==> config.mk <==
export PLATFORM = sky130hd
export DESIGN_NAME = nctc_sqdist
export DESIGN_NICKNAME = d
export VERILOG_FILES = /design/src/rtl/core/nctc_pkg.sv /design/src/rtl/core/nctc_sqdist.sv
export SDC_FILE = /design/constraint.sdc
export NUM_CORES = 2
export LEC_CHECK = 0
export ABC_CLOCK_PERIOD_IN_PS = 16500
export BUFFER_PORTS_ARGS = -buffer_cell sky130_fd_sc_hd__buf_4
export CAP_MARGIN = 30
export CORE_ASPECT_RATIO = 1.4
export CORE_UTILIZATION = 50
export DETAILED_ROUTE_END_ITERATION = 16
export PLACE_DENSITY = 0.67
export SLEW_MARGIN = 25
export SYNTH_ARGS = -nofsm -noshare
export SYNTH_HDL_FRONTEND = slang
export SYNTH_SLANG_ARGS = --single-unit
export TNS_END_PERCENT = 30
==> constraint.sdc <==
create_clock -name clk -period 16.5 [get_ports clk]
set_input_delay 1.65 -clock clk [delete_from_list [all_inputs] [get_ports clk]]
set_output_delay 1.65 -clock clk [all_outputs]
set_load 0.01 [all_outputs]
==> src/rtl/core/nctc_pkg.sv <==
// Package for the nearest color tile classifier.
// Holds widths, register indexes, reset centroids, tile class codes and pipeline control types.
// No dependencies.
`default_nettype none

package nctc_pkg;

    localparam int CH_W          = 16;
    localparam int SQ_W          = 2 * CH_W;
    localparam int DIST_W        = SQ_W + 2;
    localparam int CFG_W         = 3 * CH_W;
    localparam int CFG_IDX_W     = 3;
    localparam int NUM_CENTROIDS = 5;

    typedef logic [CH_W-1:0]   chan_t;
    typedef logic [SQ_W-1:0]   sq_t;
    typedef logic [DIST_W-1:0] dist_t;
    typedef logic [CFG_W-1:0]  centroid_t;

    localparam logic [CFG_IDX_W-1:0] IDX_VICTIM = 3'd0;
    localparam logic [CFG_IDX_W-1:0] IDX_BLACK  = 3'd1;
    localparam logic [CFG_IDX_W-1:0] IDX_WHITE  = 3'd2;
    localparam logic [CFG_IDX_W-1:0] IDX_GRAY   = 3'd3;
    localparam logic [CFG_IDX_W-1:0] IDX_BLUE   = 3'd4;

    localparam centroid_t RESET_VICTIM = {16'd21, 16'd32, 16'd94};
    localparam centroid_t RESET_BLACK  = {16'd7, 16'd12, 16'd18};
    localparam centroid_t RESET_WHITE  = {16'd107, 16'd182, 16'd193};
    localparam centroid_t RESET_GRAY   = {16'd61, 16'd105, 16'd136};
    localparam centroid_t RESET_BLUE   = '0;

    typedef enum logic [1:0] {
        CLASS_NORMAL = 2'd0,
        CLASS_VICTIM = 2'd1,
        CLASS_BLACK  = 2'd2,
        CLASS_BLUE   = 2'd3
    } tile_class_t;

    typedef struct packed {
        logic en_sq;
        logic en_sum;
        logic en_out;
    } pipe_ctrl_t;

endpackage

`default_nettype wire

==> src/rtl/core/nctc_sqdist.sv <==
// Squared distance from the registered sample to one centroid, over two pipeline stages.
// Per-channel absolute difference and square, then the sum of the three squares.
// Depends on nctc_pkg.
`default_nettype none

module nctc_sqdist
    import nctc_pkg::*;
(
    input  wire        clk,
    input  pipe_ctrl_t ctrl,
    input  chan_t      red,
    input  chan_t      green,
    input  chan_t      blue,
    input  centroid_t  centroid,
    output dist_t      dist_sq
);

    chan_t diff [3];
    chan_t samp [3];
    chan_t cent [3];
    sq_t   sq_reg [3];
    dist_t sum_reg;

    assign samp[0] = red;
    assign samp[1] = green;
    assign samp[2] = blue;
    assign cent[0] = centroid[CH_W-1:0];
    assign cent[1] = centroid[2*CH_W-1:CH_W];
    assign cent[2] = centroid[3*CH_W-1:2*CH_W];

    always_comb
    begin
        for (int i = 0; i < 3; i++)
        begin
            diff[i] = (samp[i] >= cent[i]) ? (samp[i] - cent[i]) : (cent[i] - samp[i]);
        end
    end

    always_ff @(posedge clk)
    begin
        if (ctrl.en_sq)
        begin
            for (int i = 0; i < 3; i++)
            begin
                sq_reg[i] <= sq_t'(diff[i]) * sq_t'(diff[i]);
            end
        end
        if (ctrl.en_sum)
        begin
            sum_reg <= {2'b00, sq_reg[0]} + {2'b00, sq_reg[1]} + {2'b00, sq_reg[2]};
        end
    end

    assign dist_sq = sum_reg;

endmodule

`default_nettype wire

== Word-level counts from Yosys, hierarchy flattened ==
Memories as Yosys holds them, arrays and structs flattened.
Index checks and enable logic that the tools add are counted.

* Bits in writable memories: 96
* Output and inout bits: 34
* Logic and storage cells: 21
* Register bits after elaboration: 34
* Input port bits: 100
* Memories kept: 1

* $mul: 3
* Mux-type cells: 5
* $add $sub $neg: 8
* Order comparisons: 3

{| class="wikitable"
|+ Memory list
! memory !! words !! width !! read ports !! clocked after memory_dff !! wr ports !! line !! text
|-
| sq_reg || 3 || 32 || 3 || 0 || 3 || nctc_sqdist.sv:21 || <nowiki>sq_t sq_reg [3];</nowiki>
|}

{| class="wikitable"
|+ Operators by type and width
! kind !! count
|-
| $mul 16x16->32 || 3
|-
| $sub 16x16->16 || 6
|-
| $ge 16x16->1 || 3
|-
| $mux 16 || 3
|-
| $add 33x32->34 || 1
|-
| $add 32x32->33 || 1
|-
| $mux 1 || 2
|}

== Logic depth before layout (Yosys ltp) ==
* Word-level depth: 3
* Mapped depth: 38
* Depth with buffers taken out: 36

== Worst setup path before layout ==
OpenSTA, ideal clock, no wires.

* Path type: input to register
* Start: in blue[0]
* End: mem sq_reg[0][92] (netlist bit), data pin
* Stages: 34
* Required time: 16.241 ns
* Path buffers: 3
* Setup time: 0.259 ns
* Setup slack: 6.670 ns
* Data arrival time: 9.571 ns
* Cell sequence: inv_1 -> ha_1 -> inv_1 -> fa_1 -> a21o_1 -> a221oi_2 -> o21a_2 -> a211o_1 -> buf_6 -> buf_6 -> nand3b_1 -> o31ai_1 -> xnor2_1 -> clkbuf_1 -> nand2_1 -> fa_1 -> inv_1 -> fa_1 -> inv_1 -> fa_1 -> fa_1 -> fa_1 -> fa_1 -> inv_1 -> ha_1 -> and3_4 -> a221o_2 -> or4_4 -> o22ai_2 -> o21bai_1 -> a21o_1 -> a311o_1 -> a21oi_2 -> xnor2_1

{| class="wikitable"
|+ RTL lines
! element !! line !! text
|-
| start, declared || nctc_sqdist.sv:13 || <nowiki>input chan_t blue,</nowiki>
|-
| end, declared || nctc_sqdist.sv:21 ||
|}

==> impl_metrics.env <==
export IMPL_outcome="completed"
export IMPL_hp_class="reg2reg"
export IMPL_cts_buffer_depth=2
export IMPL_grtUsageTotal_pct=23.1
export IMPL_slowest_delay_ps=770
export IMPL_clk_latency_ps=420
export IMPL_drt_iter0_markers=1136
export IMPL_crit_path_frequent_cell="inv_1"
export IMPL_cts_tree="built"
export IMPL_ys_types=102
export IMPL_endpoint_kind="register"
export IMPL_synth_edf_count=127
export IMPL_syn_cell_area_um2=32000
export IMPL_dieHeight_um=301
export IMPL_start_kind="primary input"
export IMPL_hold_buffers=0
export IMPL_tns_ps=0
export IMPL_syn_inst=3440
export IMPL_overflow=0
export IMPL_path_clk_slew_ps=60
export IMPL_timing_slew_headroom_pct=31.7
export IMPL_post_cts_resized=0
export IMPL_detail_route_antenna_nets=0
export IMPL_ys_seq_area_share_pct=11.9
export IMPL_worst_endpoint_required_ps=16670
export IMPL_rows=109
export IMPL_critical_path_class="in2reg"
export IMPL_grt_max_degree=68
export IMPL_tightest_slew_ps=1020
export IMPL_drc_errors=0
export IMPL_die_area_um2=65000
export IMPL_arrival_ps=11670
export IMPL_skew_ps=9.32
export IMPL_async_flop_share_pct=0
export IMPL_setup_viol=0
export IMPL_cts_buffers=17
export IMPL_fp_coreArea_um2=63100
export IMPL_n_antenna_cell=0
export IMPL_cts_root_buf="clkbuf_16"
export IMPL_finalHoldViolations=0
export IMPL_worst_path_max_delay_cell="ha_1"
export IMPL_port_buffers=132
export IMPL_grt_pass1_vias=24600
export IMPL_drv_cap=0
export IMPL_htreeDepth=4
export IMPL_route_vias_total=23500
export IMPL_avgViaCountPerCell=5.38
export IMPL_yosys_warnings=0
export IMPL_start_util_pct=50.6
export IMPL_drt_wl_total_um=72800
export IMPL_worstPathMaxFanout=20
export IMPL_min_period_ps=11510
export IMPL_syn_area_per_cell_um2=9.29
export IMPL_largest_reg_flops=93
export IMPL_ios=134
export IMPL_wl_per_cell_um=16.6
export IMPL_hpwlAfterDp_um=61400
export IMPL_grt_pass1_wl_um=120000
export IMPL_place_gp_congestion=0.887
export IMPL_drive_gt1_share_pct=8.01
export IMPL_die_w_um=216
export IMPL_nNetsFinal=4572
export IMPL_cts_sinks=127
export IMPL_drt_pass1_iterations=6
export IMPL_post_cts_buffers=0
export IMPL_finalCritPeriodShare_pct=69.7
export IMPL_max_freq_ghz=0.0869
export IMPL_area_delta_synth_final_pct=7.72
export IMPL_rsz0062_at_grt="false"
export IMPL_antenna_found_initial=0
export IMPL_drv_slew=0
export IMPL_synth_seq_cells=127
export IMPL_synthFlopType="edfxtp_1"
[logic make-up (layout without fill, tap and decap cells)]
| family | Yosys count | in the layout | share of synthesized area, % |
|---|---|---|---|
| other cells | 1 | 3 | 0.0117 |
| fa+ha+maj | 941 | 941 | 49.1 |
| flops | 127 | 127 | 11.9 |
| mux | 37 | 37 | 1.24 |
| buf+inv | 878 | 980 | 10.6 |
| compound gates | 535 | 535 | 11.3 |
| simple gates | 754 | 754 | 10.7 |
| xor+xnor | 167 | 167 | 5.09 |
[per-layer routing]
metal	up-vias	global-route usage, %	part of all wire [%]
li1	11200	-	-
met1	11700	27.5	39
met2	537	43.4	53
met3	127	2.36	4.3
met4	0	7.31	3.0
met5	-	0	0
[final cells by class]
class                           count  area [um2]
Fill cell                        5803       28700
Multi-Input combinational cell   2437       24800
Sequential cell                   127        3810
Inverter                          786        2950
Timing Repair Buffer              162        1220
Tap cell                          832        1040
Clock buffer                       17         425
Clock inverter                     15         210
[synth_stat cells (all sizes together), types with 26 or more instances]
cell type    n  area [um2]
nand2      252         953
nor3        49         250
inv        784        2940
xor2        57         578
a21oi      145         737
nand2b      34         215
a211oi      29         223
buf         45         270
ha         417        5220
xnor2      109        1030
o21a        36         272
edfxtp     127        3810
clkbuf      47         178
mux2i       26         273
a21o        92         691
o21ai       91         478
nor2       268        1020
fa         524       10500
[worst max-delay path: cells and delay by family]
family | cells | cell delay, ps
AOI/OAI and AO/OA | 10 | 2870
xor gates and xnor gates | 2 | 820
adders and majority gates | 8 | 4160
buffers and inverters | 8 | 920
muxes | 1 | 280
and+or+nand+nor | 3 | 950
[layout by cell type (no fill, tap or decap), types with 13 or more instances in the layout]
| cell | n |
|---|---|
| mux2i_1 | 25 |
| fa_1 | 524 |
| or3_1 | 16 |
| and2_1 | 15 |
| nand3_1 | 25 |
| o21ai_0 | 86 |
| nor2b_1 | 24 |
| nand2_1 | 251 |
| o21bai_1 | 25 |
| a31oi_1 | 15 |
| and3_1 | 14 |
| nor3_1 | 47 |
| edfxtp_1 | 127 |
| o211ai_1 | 13 |
| o31ai_1 | 13 |
| xnor2_1 | 101 |
| clkbuf_16 | 17 |
| ha_1 | 417 |
| buf_4 | 161 |
| xor2_1 | 48 |
| o21a_1 | 35 |
| nor2_1 | 266 |
| a21oi_1 | 142 |
| a211oi_1 | 28 |
| inv_1 | 773 |
| or2_2 | 13 |
| nand2b_1 | 33 |
| nand4_1 | 15 |
| a21o_1 | 92 |
[worst paths after layout]
path	startpoint	to	slack, ps	cells after the start
worst max-delay path	red[0]	sq_reg[0][29]	4990	32
worst min-delay path	sq_reg[0][0]	dist_sq[0]	790	3
worst max register to register	sq_reg[0][68]	dist_sq[33]	12700	11
worst min register to register	sq_reg[0][0]	dist_sq[0]	790	3
[stage by stage]
| step | utilization [%] | instances | hold slack, ps | setup WS (ps) | instance area, um2 |
|---|---|---|---|---|---|
| 6_report | 54.5 | 4376 | 793 | 4990 | 34400 |
| 5_1_grt | 54.5 | 4376 | 858 | 4520 | 34400 |
| 4_1_cts | 54.5 | 4375 | 805 | 5140 | 34400 |
| 3_5_place_dp | 53.5 | 4343 | 791 | 4690 | 33800 |
| 3_3_place_gp | 53.5 | 4343 | 782 | 4820 | 33800 |
| 2_1_floorplan | - | 3442 | 742 | 6670 | 32000 |
Power is not shown: default switching activity piles up to over one toggle a cycle in this logic, so the estimate is an artifact.
