[config.mk]
export PLATFORM = sky130hd
export DESIGN_NAME = nctc_select
export DESIGN_NICKNAME = d
export VERILOG_FILES = /design/src/rtl/core/nctc_pkg.sv /design/src/rtl/core/nctc_select.sv
export SDC_FILE = /design/constraint.sdc
export NUM_CORES = 1
export LEC_CHECK = 0
export BUFFER_PORTS_ARGS = -buffer_cell sky130_fd_sc_hd__buf_2
export CAP_MARGIN = 20
export CORE_ASPECT_RATIO = 1.2
export CORE_MARGIN = 1
export CORE_UTILIZATION = 55
export DETAILED_ROUTE_END_ITERATION = 6
export PLACE_DENSITY = 0.91
export SLEW_MARGIN = 20
export SYNTH_ARGS = -nofsm -noshare
export SYNTH_HDL_FRONTEND = slang
export SYNTH_SLANG_ARGS = --single-unit
[constraint.sdc]
create_clock -name clk -period 3.1 [get_ports clk]
set_input_delay 0.31 -clock clk [delete_from_list [all_inputs] [get_ports clk]]
set_output_delay 0.31 -clock clk [all_outputs]
set_load 0.03 [all_outputs]
[src/rtl/core/nctc_pkg.sv]
// Package for the nearest color tile classifier.
// Holds widths, register indexes, reset centroids, tile class codes and pipeline control types.
// No dependencies.
`default_nettype none

package nctc_pkg;

    localparam int CH_W          = 16;
    localparam int SQ_W          = 2 * CH_W;
    localparam int DIST_W        = SQ_W + 2;
    localparam int CFG_W         = 3 * CH_W;
    localparam int CFG_IDX_W     = 3;
    localparam int NUM_CENTROIDS = 5;

    typedef logic [CH_W-1:0]   chan_t;
    typedef logic [SQ_W-1:0]   sq_t;
    typedef logic [DIST_W-1:0] dist_t;
    typedef logic [CFG_W-1:0]  centroid_t;

    localparam logic [CFG_IDX_W-1:0] IDX_VICTIM = 3'd0;
    localparam logic [CFG_IDX_W-1:0] IDX_BLACK  = 3'd1;
    localparam logic [CFG_IDX_W-1:0] IDX_WHITE  = 3'd2;
    localparam logic [CFG_IDX_W-1:0] IDX_GRAY   = 3'd3;
    localparam logic [CFG_IDX_W-1:0] IDX_BLUE   = 3'd4;

    localparam centroid_t RESET_VICTIM = {16'd21, 16'd32, 16'd94};
    localparam centroid_t RESET_BLACK  = {16'd7, 16'd12, 16'd18};
    localparam centroid_t RESET_WHITE  = {16'd107, 16'd182, 16'd193};
    localparam centroid_t RESET_GRAY   = {16'd61, 16'd105, 16'd136};
    localparam centroid_t RESET_BLUE   = '0;

    typedef enum logic [1:0] {
        CLASS_NORMAL = 2'd0,
        CLASS_VICTIM = 2'd1,
        CLASS_BLACK  = 2'd2,
        CLASS_BLUE   = 2'd3
    } tile_class_t;

    typedef struct packed {
        logic en_sq;
        logic en_sum;
        logic en_out;
    } pipe_ctrl_t;

endpackage

`default_nettype wire

[src/rtl/core/nctc_select.sv]
// Nearest centroid selection with the tie precedence victim, black, blue, then normal.
// Registers the tile class into the output stage.
// Depends on nctc_pkg.
`default_nettype none

module nctc_select
    import nctc_pkg::*;
(
    input  wire         clk,
    input  pipe_ctrl_t  ctrl,
    input  dist_t       dist_sq [NUM_CENTROIDS],
    output tile_class_t tile_class
);

    dist_t       dv;
    dist_t       dk;
    dist_t       dw;
    dist_t       dg;
    dist_t       db;
    logic        is_victim;
    logic        is_black;
    logic        is_blue;
    tile_class_t class_next;
    tile_class_t class_reg;

    assign dv = dist_sq[IDX_VICTIM];
    assign dk = dist_sq[IDX_BLACK];
    assign dw = dist_sq[IDX_WHITE];
    assign dg = dist_sq[IDX_GRAY];
    assign db = dist_sq[IDX_BLUE];

    assign is_victim = (dv <= dk) && (dv <= dw) && (dv <= dg) && (dv <= db);
    assign is_black  = (dk < dv) && (dk <= dw) && (dk <= dg) && (dk <= db);
    assign is_blue   = (db < dv) && (db < dk) && (db <= dw) && (db <= dg);

    always_comb
    begin
        if (is_victim)
        begin
            class_next = CLASS_VICTIM;
        end
        else if (is_black)
        begin
            class_next = CLASS_BLACK;
        end
        else if (is_blue)
        begin
            class_next = CLASS_BLUE;
        end
        else
        begin
            class_next = CLASS_NORMAL;
        end
    end

    always_ff @(posedge clk)
    begin
        if (ctrl.en_out)
        begin
            class_reg <= class_next;
        end
    end

    assign tile_class = class_reg;

endmodule

`default_nettype wire

======== Yosys cells after proc, flatten, opt, wreduce, memory -nomap -nowiden ========
Cells that the tools add are included.
storage, ports and cells
  register bits ........................... 2
  input bits .............................. 174
  output and inout port bits .............. 2
  logic and storage cells ................. 24
cells by class
  $lt $le $gt $ge ......................... 12
  mux-type cells .......................... 2
  reductions and logical operators ........ 9
operators by type and width
  operator           number
  $le 34x34->1       9
  $lt 34x34->1       3
  $logic_and 1x1->1  9
  $mux 2             2

======== Depth between registers and ports, before layout ========
Gate-level depths: netlist (run 1).
  word-level depth ........................ 6
  mapped depth ............................ 10
  depth with buffers taken out ............ 10

======== Worst setup path before layout (run 1) ========
No wires, ideal clock.
  path type ............................... input-to-reg
  start ................................... input port dist_sq[37] in the netlist's numbering
  end ..................................... register class_reg[0] (netlist: tile_class[0]), data pin
  library setup time ...................... 0.254 ns
  arrival time ............................ 2.239 ns
  required time ........................... 2.846 ns
  path slack .............................. 0.607 ns
  stages .................................. 9
  path buffers ............................ 0
  cell sequence ........................... inv_1 > ha_1 > a21o_1 > a221o_1 > a2111oi_2 > o21ai_1 > a211o_1 > a211o_1 > a21o_1
between the ends
  longest elaborated chain between the ends .. 4
  elaborated cells between the ends (all ways) .. 10
  those cells by class .................... order compare (3); mux (2); reduce/logical (5)
RTL lines
  item                                                line                                  RTL
  from (decl)                                         nctc_select.sv:11                     input dist_t dist_sq [NUM_CENTROIDS],
  $le 34x34->1, on equally long branches              nctc_select.sv:34, nctc_select.sv:33
  $logic_and 1x1->1, on equally long branches         nctc_select.sv:34, nctc_select.sv:33
  $mux 2 / $logic_and 1x1->1 (equally long branches)  nctc_select.sv:46, nctc_select.sv:33
  $mux 2                                              nctc_select.sv:42                     else if (is_black)
  to (signal assigned)                                nctc_select.sv:60                     class_reg <= class_next;
  to (decl)                                           nctc_select.sv:24                     tile_class_t class_reg;
Parallel ways exist; a longest one is shown, timed or not.
A chain may end at the register's enable or synchronous reset.

======== Final worst setup path (run 1) ========
  start ................................... input port dist_sq[79] in the netlist's numbering
  end ..................................... register class_reg[1] (netlist: tile_class[1]), data pin
between the ends
  longest elaborated chain between the ends .. 5
  elaborated cells between the ends (all ways) .. 13
  those cells by class .................... order compare (3); mux (2); reduce/logical (8)
RTL lines
  item                                                      line
  $le 34x34->1, on equally long branches                    nctc_select.sv:34, nctc_select.sv:33
  $logic_and 1x1->1, on equally long branches (2 in a row)  nctc_select.sv:34, nctc_select.sv:33
  $mux 2 / $logic_and 1x1->1 (equally long branches)        nctc_select.sv:46, nctc_select.sv:33
  $mux 2                                                    nctc_select.sv:42
Parallel ways exist; a longest one is shown, timed or not.

==> results.md, run 1 <==
* Run status: complete, no violations
* DR WL/cell at 18.0 um
* Worst hold slack at 305 ps
* Critical Path AT at 2650 ps
* Post-synth EDFFs at 2
* Max FFs per register at 2
* Hold path start: ctrl[0]
* Largest area contributor in the netlist: ha_1
* Setup-failing EPs final at 0
* Fmax at 0.372 GHz
* Post-Place Worst Slack at 285 ps
* Post-CTS Setup Inserts at 0
* Syn Area/Cell at 7.66 um2
* Vias in the first global route at 8098
* Final cell count without fillers at 1277
* Hold Path Stages at 1
* Final wirelength at 23000 um
* Layout cells sized above 1 at 16.5%
* Tightest Hold Check Type: primary input to flip-flop
* Worst slew pin tran at 782 ps
* DP HPWL at 20300 um
* Cells along the critical path: buf_2 -> inv_1 -> ha_1 -> a21o_1 -> nand3_1 -> a21oi_1 -> o21a_1 -> o31ai_1 -> a21oi_1 -> a211oi_1 -> a21oi_1
* Rel. slew slack at 47.5%
* Congestion Overflow GR at 0
* Crit path max fanout at 3
* Placed cells at 1274
* Unrepaired setup endpoints after global routing: no
* Min Clock Period, post-route at 2690 ps
* Post_cts resized at 0
* Tot Pwr at 1.36 mW
* Hold EP: tile_class[1]$_SDFFCE_PP0P_
* Total I/O pin count at 176
* Final instance area at 8330 um2
* Final setup margin at 410 ps
* GPL Wtd Cong at 0.948
* Die ar. at 13500 um2
* Root buffer cell: clkbuf_16
* Setup TNS at 0 ps
* Top post-synthesis cells by area: ha_1 53%, inv_1 7.8%, a21oi_1 7.0%
* Most common cell in the netlist: ha_1
* # clock sinks at 2
* Synthesized area at 7180 um2
* Post-synth net total at 1417
* Most frequent CP cell: a21oi_1
* N_diodes at 0
* Post-layout util at 65.7%
* TritonCTS buffer count at 3
* Power Dens Cells at 163 nW/um2
* Post-synth top area share at 53.3%
* CP peak stage delay at 670 ps
* Crit-path slowest cell: o31ai_1
* Hold violation count in the final report at 0
* IO buf count at 173
* ANT nets after route at 0
* Hold_buf cts at 0
* TritonRoute pass-1 iters at 5
* FP Rows at 45
* Flops & latches, synth at 2
* Via-per-instance ratio at 6.23
* Longest Clk Path Bufs at 2
* Async S/R FF share, synth at 0%
* CTS H-tree lvls at 1
* 1st-iter DRT viols at 542
* Post-synthesis cell type count at 50
* Max IR drop VDD at 0.000122 V
* Worst Setup Path Type: primary input to flip-flop
* Initial antenna violation count at 0
* Via Count at 7958
* Initial core utilization at 56.7%
* Worst Setup Start Kind: primary input
* Layout Nets at 1595
* CTS tree: built
* Final slew viol count at 0
* Pleak at 4.84 nW
* DRC Markers at 0
* Crit path capture type: flip-flop
* Worst EP required at 3060 ps
* Synth Flop Type: edfxtp_1
* Area Overhead vs Synth at 16.0%
* Cells after Synth at 937
* Synth Warn # at 0
* DP Area at 8250 um2
* Die H at 127 um
* All-layer global routing usage at 34.7%
* First-pass GRT wire length at 37600 um
* Max_cap viols at 0
* Synth top cells by count: 306 x ha_1, 150 x inv_1, 101 x a21oi_1, 58 x nand2_1, 56 x nand4_1
* Worst-path clk slew at 30 ps
* Seq/Total Area, Yosys at 0.837%
* Core ar. at 12700 um2
* Fin crit share at 86.8%
* Die X-Extent at 106 um
* Largest net degree at the start of global routing at 5
report_power, final:
| part | internal, mW | switching [mW] | total (mW) |
|---|---|---|---|
| logic | 0.473 | 0.652 | 1.12 |
| registers | 0.0347 | 0.000858 | 0.0356 |
| clock network | 0.165 | 0.0357 | 0.200 |
cells by family (layout without fill, tap and decap cells):
logic type | count (synthesis) | in the layout | share of synthesized area, %
simple gates | 234 | 234 | 16.9
fa+ha+maj | 306 | 306 | 53.3
flops | 2 | 2 | 0.837
buf+inv | 150 | 326 | 7.84
compound gates | 245 | 245 | 21.1
worst max-delay path: cells and delay by family:
kind | cells | cell delay [ps]
simple gates | 1 | 90
compound gates | 7 | 1780
fa+ha+maj | 1 | 310
buf+inv | 2 | 160
layout by cell type (no fill, tap or decap), drive strengths merged, types with 4 or more instances in the layout:
cell type / instances
a31oi: 5
nor2: 38
buf: 173
nand2: 58
nand2b: 7
nor2b: 11
ha: 306
nor3: 17
or3: 4
a211oi: 22
or2: 5
o211ai: 5
and4: 5
o21a: 4
nand3: 20
a221oi: 4
inv: 150
a21oi: 101
nand4: 57
o21ai: 46
a21o: 37
metal layers:
metal  global-route usage [%]  wire, um
met3                     5.77      1750
met2                     60.2     10700
met1                     38.6      8910
met5                        0         0
met4                     23.4      1650
area by class of cell:
cell class	instances	area, um2
multi-input combinational	785	6560
sequential	2	60.1
clock buffer	3	75.1
timing repair buffer	173	866
fill	1095	4340
tap	164	205
inverter	150	563
worst max path at each step:
stage                     start                          end  slack [ps]  cells after the start
floorplan           dist_sq[37]  tile_class[0]$_SDFFCE_PP1P_         610                      9
global placement    dist_sq[37]  tile_class[0]$_SDFFCE_PP1P_         300                     10
detailed placement  dist_sq[37]  tile_class[0]$_SDFFCE_PP1P_         280                     10
CTS                 dist_sq[37]  tile_class[0]$_SDFFCE_PP1P_         510                     10
global route        dist_sq[85]  tile_class[1]$_SDFFCE_PP0P_         210                     10
finish              dist_sq[79]  tile_class[1]$_SDFFCE_PP0P_         410                     11
(Power assumes the default switching activity.)
==> run 2: changes to the inputs <==
BUFFER_PORTS_ARGS = not set   (was -buffer_cell sky130_fd_sc_hd__buf_2)
DONT_BUFFER_PORTS = 1   (was not set)
PLACE_DENSITY = 0.79   (was 0.91)
==> results.md, run 2 (synthesized netlist as in run 1, its figures left out) <==
* Layout Nets at 1423 (-11%)
* Worst Setup Path Type: primary input to flip-flop
* Root buffer cell: clkbuf_16
* Commonest non-fill, non-tap cell in the layout: ha_1
* IO buf count at 0 (-100%)
* Cells along the critical path: inv_1 -> ha_1 -> a21o_1 -> a221o_1 -> a2111oi_2 -> o21ai_1 -> a211o_1 -> a211o_1 -> a21o_1
* Final slew viol count at 0 (unchanged)
* Max_cap viols at 0 (unchanged)
* Unrepaired setup endpoints after global routing: no
* N_diodes at 0 (unchanged)
* Crit path capture type: flip-flop
* Flip-flop and latch area at 60.1 um2 (unchanged)
* Clock power frac at 17.7% (+3.0 points)
* Kind of cell adding the most delay to the critical path: compound AO/OA/AOI/OAI gates
* Sw Share at 48.0% (-2.6 points)
* Initial antenna violation count at 0 (unchanged)
* Comb pwr share at 78.4% (-4.3 points)
* CTS H-tree lvls at 1 (unchanged)
* Reg power frac at 3.9% (+1.3 points)
* Initial core utilization at 56.7% (unchanged)
* Min Clock Period, post-route at 2570 ps (-120 ps)
* Die ar. at 13500 um2 (unchanged)
* CTS tree: built
* Run status: complete, no violations
* Hold violation count in the final report at 0 (unchanged)
* Fmax at 0.389 GHz (+4.6%)
* Area Overhead vs Synth at 4.01%
* ANT nets after route at 0 (unchanged)
* Total I/O pin count at 176 (unchanged)
* Max IR drop VDD at 0.0000967 V (-21%)
* First-pass GRT wire length at 33000 um (-12%)
* Power Dens Cells at 152 nW/um2 (-7.1%)
* Final wirelength at 20700 um (-10%)
* DRC Markers at 0 (unchanged)
* DP HPWL at 18700 um (-7.5%)
* Crit-path slowest cell: a2111oi_2
* DP Area at 7390 um2 (-10%)
* Crit path max fanout at 3 (unchanged)
* Setup-failing EPs final at 0 (unchanged)
* Post_cts resized at 0 (unchanged)
* Max FFs per register at 2 (unchanged)
* Worst slew pin tran at 489 ps (-292 ps)
* GPL Wtd Cong at 0.917 (-3.3%)
* Setup TNS at 0 ps (unchanged)
* Core ar. at 12700 um2 (unchanged)
* DR WL/cell at 18.7 um (+4.0%)
* 1st-iter DRT viols at 320 (-41%)
* Via-per-instance ratio at 6.26 (+0.43%)
* CP peak stage delay at 370 ps (-300 ps)
* Area of the multi-input gates at 6560 um2 (unchanged)
* Pleak at 4.17 nW (-14%)
* Worst EP required at 3080 ps (+20 ps)
* Rel. slew slack at 67.3% (+20 points)
* Largest net degree at the start of global routing at 5 (unchanged)
* FP Rows at 45 (unchanged)
* # clock sinks at 2 (unchanged)
* Worst-path clk slew at 30 ps (about the same)
* All-layer global routing usage at 30.5% (-4.1 points)
* Sum of buffers and inverters on the critical path at 1 (-1)
* Worst Setup Start Kind: primary input
* Die H at 127 um (unchanged)
* Final instance area at 7470 um2 (-10%)
* Most frequent cells in the layout: 306 x ha_1, 150 x inv_1, 101 x a21oi_1
* Longest Clk Path Bufs at 2 (unchanged)
* Layout cells sized above 1 at 1.28% (-15 points)
* Fillers at 1229 (+12%)
* Post-CTS Setup Inserts at 0 (unchanged)
* Vias in the first global route at 6989 (-14%)
* Via Count at 6916 (-13%)
* TritonRoute pass-1 iters at 5 (unchanged)
* Die X-Extent at 106 um (unchanged)
* TritonCTS buffer count at 3 (unchanged)
* Internal power at 0.590 mW (-12%)
* Critical Path AT at 2550 ps (-100 ps)
* Hold_buf cts at 0 (unchanged)
* Fin crit share at 82.9% (-3.9 points)
* NetSw at 0.544 mW (-21%)
* Congestion Overflow GR at 0 (unchanged)
* Tightest Hold Check Type: primary input to flip-flop
[run 2: layer usage]
metal	up-vias	wire, um	global-route usage (%)
li1	3502	-	-
met5	-	0	0
met4	0	1040	13.7
met1	3091	8570	35.9
met2	250	9790	54.8
met3	73	1290	3.93
[run 2: power by group through the flow]
stage                     sequential, mW  clock, mW  combinational (mW)
final                             0.0438      0.201               0.889
after global routing              0.0442      0.202                1.04
after CTS                         0.0439      0.200               0.885
after detailed placement          0.0442          0               0.876
after global placement            0.0437          0               0.845
after floorplan                   0.0435          0               0.671
[run 2: cell type report]
cell class,count,share of cell area (%)
clock buffer,3,1.01
inverter,150,7.54
multi-input combinational,785,87.8
sequential,2,0.804
tap,164,2.75
timing repair buffer,1,0.101
[run 2: path summary, 6_finish.rpt]
check	start	endpoint	slack (ps)	depth (start not counted)
min	ctrl[0]	tile_class[0]$_SDFFCE_PP1P_	190	0
max	dist_sq[37]	tile_class[0]$_SDFFCE_PP1P_	530	9
[run 2: stage by stage]
step                util [%]  std cells  power [mW]  setup slack (ps)  hold WS, ps
CTS                     58.9       1105        1.13               569          192
global route            58.9       1105        1.29               482          190
global placement        58.4       1102       0.889               375          423
floorplan                  -        937       0.714               607          422
finish                  58.9       1105        1.13               529          192
detailed placement      58.4       1102       0.920               332          423
==> run 3: changes to the inputs <==
ABC_AREA = 1   (was not set)
clock period = 2.7 ns   (was 3.1 ns; I/O delays follow)
==> results.md, run 3 <==
* Async S/R FF share, synth at 0% (unchanged)
* Run status: finished with violations
* Failing checks: design-rule violations
* Post-synthesis cell type count at 32 (-36%)
* Flip-flop and latch area at 60.1 um2 (unchanged)
* Layout Nets at 1742 (+22%)
* Max IR drop VDD at 0.000163 V (+68%)
* Critical Path AT at 2000 ps (-550 ps)
* Pleak at 5.06 nW (+21%)
* CTS tree: built
* Final setup margin at 740 ps (+211 ps)
* Syn Area/Cell at 6.35 um2 (-17%)
* N_diodes at 0 (unchanged)
* Most frequent CP cell: nand2_1
* Final wirelength at 22700 um (+9.9%)
* Synth top cells by count: 340 x nand2_1, 306 x ha_1, 225 x inv_1, 119 x a21oi_1, 105 x nor2_1
* Most frequent cells in the layout: 340 x nand2_1, 306 x ha_1, 225 x inv_1
* CP peak stage delay at 350 ps (-20 ps)
* Max_cap viols at 0 (unchanged)
* Die H at 134 um (+5.3%)
* Area Overhead vs Synth at 3.62%
* Setup-failing EPs final at 0 (unchanged)
* DP HPWL at 20700 um (+11%)
* Worst EP required at 2740 ps (-340 ps)
* Congestion Overflow GR at 0 (unchanged)
* Post_cts resized at 0 (unchanged)
* Synth Flop Type: edfxtp_1
* Initial core utilization at 57.0% (+0.34 points)
* Power Dens Cells at 174 nW/um2 (+15%)
* Hold_buf cts at 0 (unchanged)
* Fin crit share at 72.6%
* Crit-path slowest cell: nor4_1
* Die X-Extent at 112 um (+5.3%)
* Crit path max fanout at 3 (unchanged)
* Comb pwr share at 80.8% (+2.4 points)
* Unrepaired setup endpoints after global routing: no
* Seq/Total Area, Yosys at 0.753% (-0.084 points)
* Internal power at 0.686 mW (+16%)
* GPL Wtd Cong at 0.943 (+2.8%)
* DP Area at 8190 um2 (+11%)
* Via Count at 8067 (+17%)
* TritonRoute pass-1 iters at 7 (+2)
* DR WL/cell at 15.9 um (-15%)
* Min Clock Period, post-route at 1960 ps
* First-pass GRT wire length at 36600 um (+11%)
* Top post-synthesis cells by area: ha_1 48%, nand2_1 16%, inv_1 11%
* Core ar. at 14000 um2 (+10%)
* Rel. slew slack at 70.0% (+2.7 points)
* Area of the multi-input gates at 7050 um2 (+7.6%)
* Post-Place Worst Slack at 560 ps (+228 ps)
* TritonCTS buffer count at 3 (unchanged)
* Reg power frac at 3.6% (-0.3 points)
* Fillers at 1414 (+15%)
* Cells along the critical path: inv_1 -> ha_1 -> nand2_1 -> nor2_2 -> nand4_1 -> nor4_1 -> nand2_1 -> nand2_1 -> nand3_1 -> o21ai_1
* Max FFs per register at 2 (unchanged)
* Worst-path clk slew at 30 ps (about the same)
* 1st-iter DRT viols at 414 (+29%)
* Largest net degree at the start of global routing at 5 (unchanged)
* Root buffer cell: clkbuf_16
* Vias in the first global route at 7916 (+13%)
* Commonest non-fill, non-tap cell in the layout: nand2_1
* All-layer global routing usage at 30.2% (-0.31 points)
* Clock power frac at 15.6% (-2.1 points)
* Post-synth EDFFs at 2 (unchanged)
* Tot Pwr at 1.44 mW (+27%)
* Placed cells at 1428 (+30%)
* Most common cell in the netlist: nand2_1
* Sw Share at 52.4% (+4.4 points)
* Final instance area at 8270 um2 (+11%)
* CTS H-tree lvls at 1 (unchanged)
* Cells after Synth at 1257 (+34%)
* DRC Markers at 9 (+9)
* NetSw at 0.754 mW (+39%)
* Die ar. at 15000 um2 (+11%)
* Worst Setup Path Type: primary input to flip-flop
* Fmax at 0.510 GHz
* Kind of cell adding the most delay to the critical path: simple AND/OR/NAND/NOR gates
* Worst Setup Start Kind: primary input
* Sum of buffers and inverters on the critical path at 1 (unchanged)
* Worst slew pin tran at 447 ps (-42.1 ps)
* Post-CTS Setup Inserts at 0 (unchanged)
* Crit path capture type: flip-flop
* Largest area contributor in the netlist: ha_1
* Post-synth net total at 1737 (+23%)
* Longest Clk Path Bufs at 2 (unchanged)
* Setup TNS at 0 ps (unchanged)
* Hold violation count in the final report at 0 (unchanged)
* Post-synth top area share at 48.0% (-5.3 points)
* Flops & latches, synth at 2 (unchanged)
* Final slew viol count at 0 (unchanged)
* ANT nets after route at 0 (unchanged)
* Final cell count without fillers at 1431 (+30%)
* Total I/O pin count at 176 (unchanged)
* Synthesized area at 7980 um2 (+11%)
* Initial antenna violation count at 0 (unchanged)
* Layout cells sized above 1 at 2.14% (+0.87 points)
* IO buf count at 0 (unchanged)
* Tightest Hold Check Type: primary input to flip-flop
* # clock sinks at 2 (unchanged)
* FP Rows at 47 (+4.4%)
* Via-per-instance ratio at 5.64 (-9.9%)
* Synth Warn # at 0 (unchanged)
-- run 3: cell types whose count changed in the layout (fill, tap and decap cells not counted), sizes merged, moves of 22 or more --
cell	delta
nand4	-35
inv	+78
nand2	+285
a211oi	-22
a21o	-24
nor2	+76
-- run 3: cells by family after synthesis --
| family | Yosys count | synth area share, % |
|---|---|---|
| AOI/OAI and AO/OA | 175 | 11.9 |
| DFF | 2 | 0.753 |
| buffers and inverters | 231 | 10.9 |
| and+or+nand+nor | 543 | 28.4 |
| adders and majority gates | 306 | 48.0 |
-- run 3: final timing paths --
| check | startpoint | to | slack [ps] | cells after the start |
|---|---|---|---|---|
| hold / removal | ctrl[0] | tile_class[0]$_SDFFCE_PP1P_ | 160 | 0 |
| setup / recovery | dist_sq[59] | tile_class[0]$_SDFFCE_PP1P_ | 740 | 10 |
-- run 3: metal layers --
metal,global-route usage (%),share of wire [%],up-vias
met5,0,0,-
met4,13.6,5.0,0
met3,2.71,4.9,72
met2,57.8,49,272
met1,33.7,41,3560
li1,-,-,4163
-- run 3: power by group through the flow --
stage	Clock (mW)	Combinational [mW]	Sequential (mW)
finish	0.225	1.16	0.0512
global route	0.228	1.36	0.0514
CTS	0.226	1.16	0.0513
detailed placement	0	1.15	0.0517
global placement	0	1.10	0.0516
floorplan	0	0.872	0.0512
-- run 3: layout make-up --
cell class	instances	area share (%)
multi-input combinational	1024	85.3
tap	171	2.59
clock buffer	3	0.908
inverter	231	10.5
sequential	2	0.726
-- run 3: metrics by stage --
| stage | hold slack [ps] | util (%) |
|---|---|---|
| after floorplan | 382 | - |
| after global placement | 383 | 58.5 |
| after detailed placement | 383 | 58.5 |
| after CTS | 157 | 59.1 |
| after global routing | 154 | 59.1 |
| final | 158 | 59.1 |
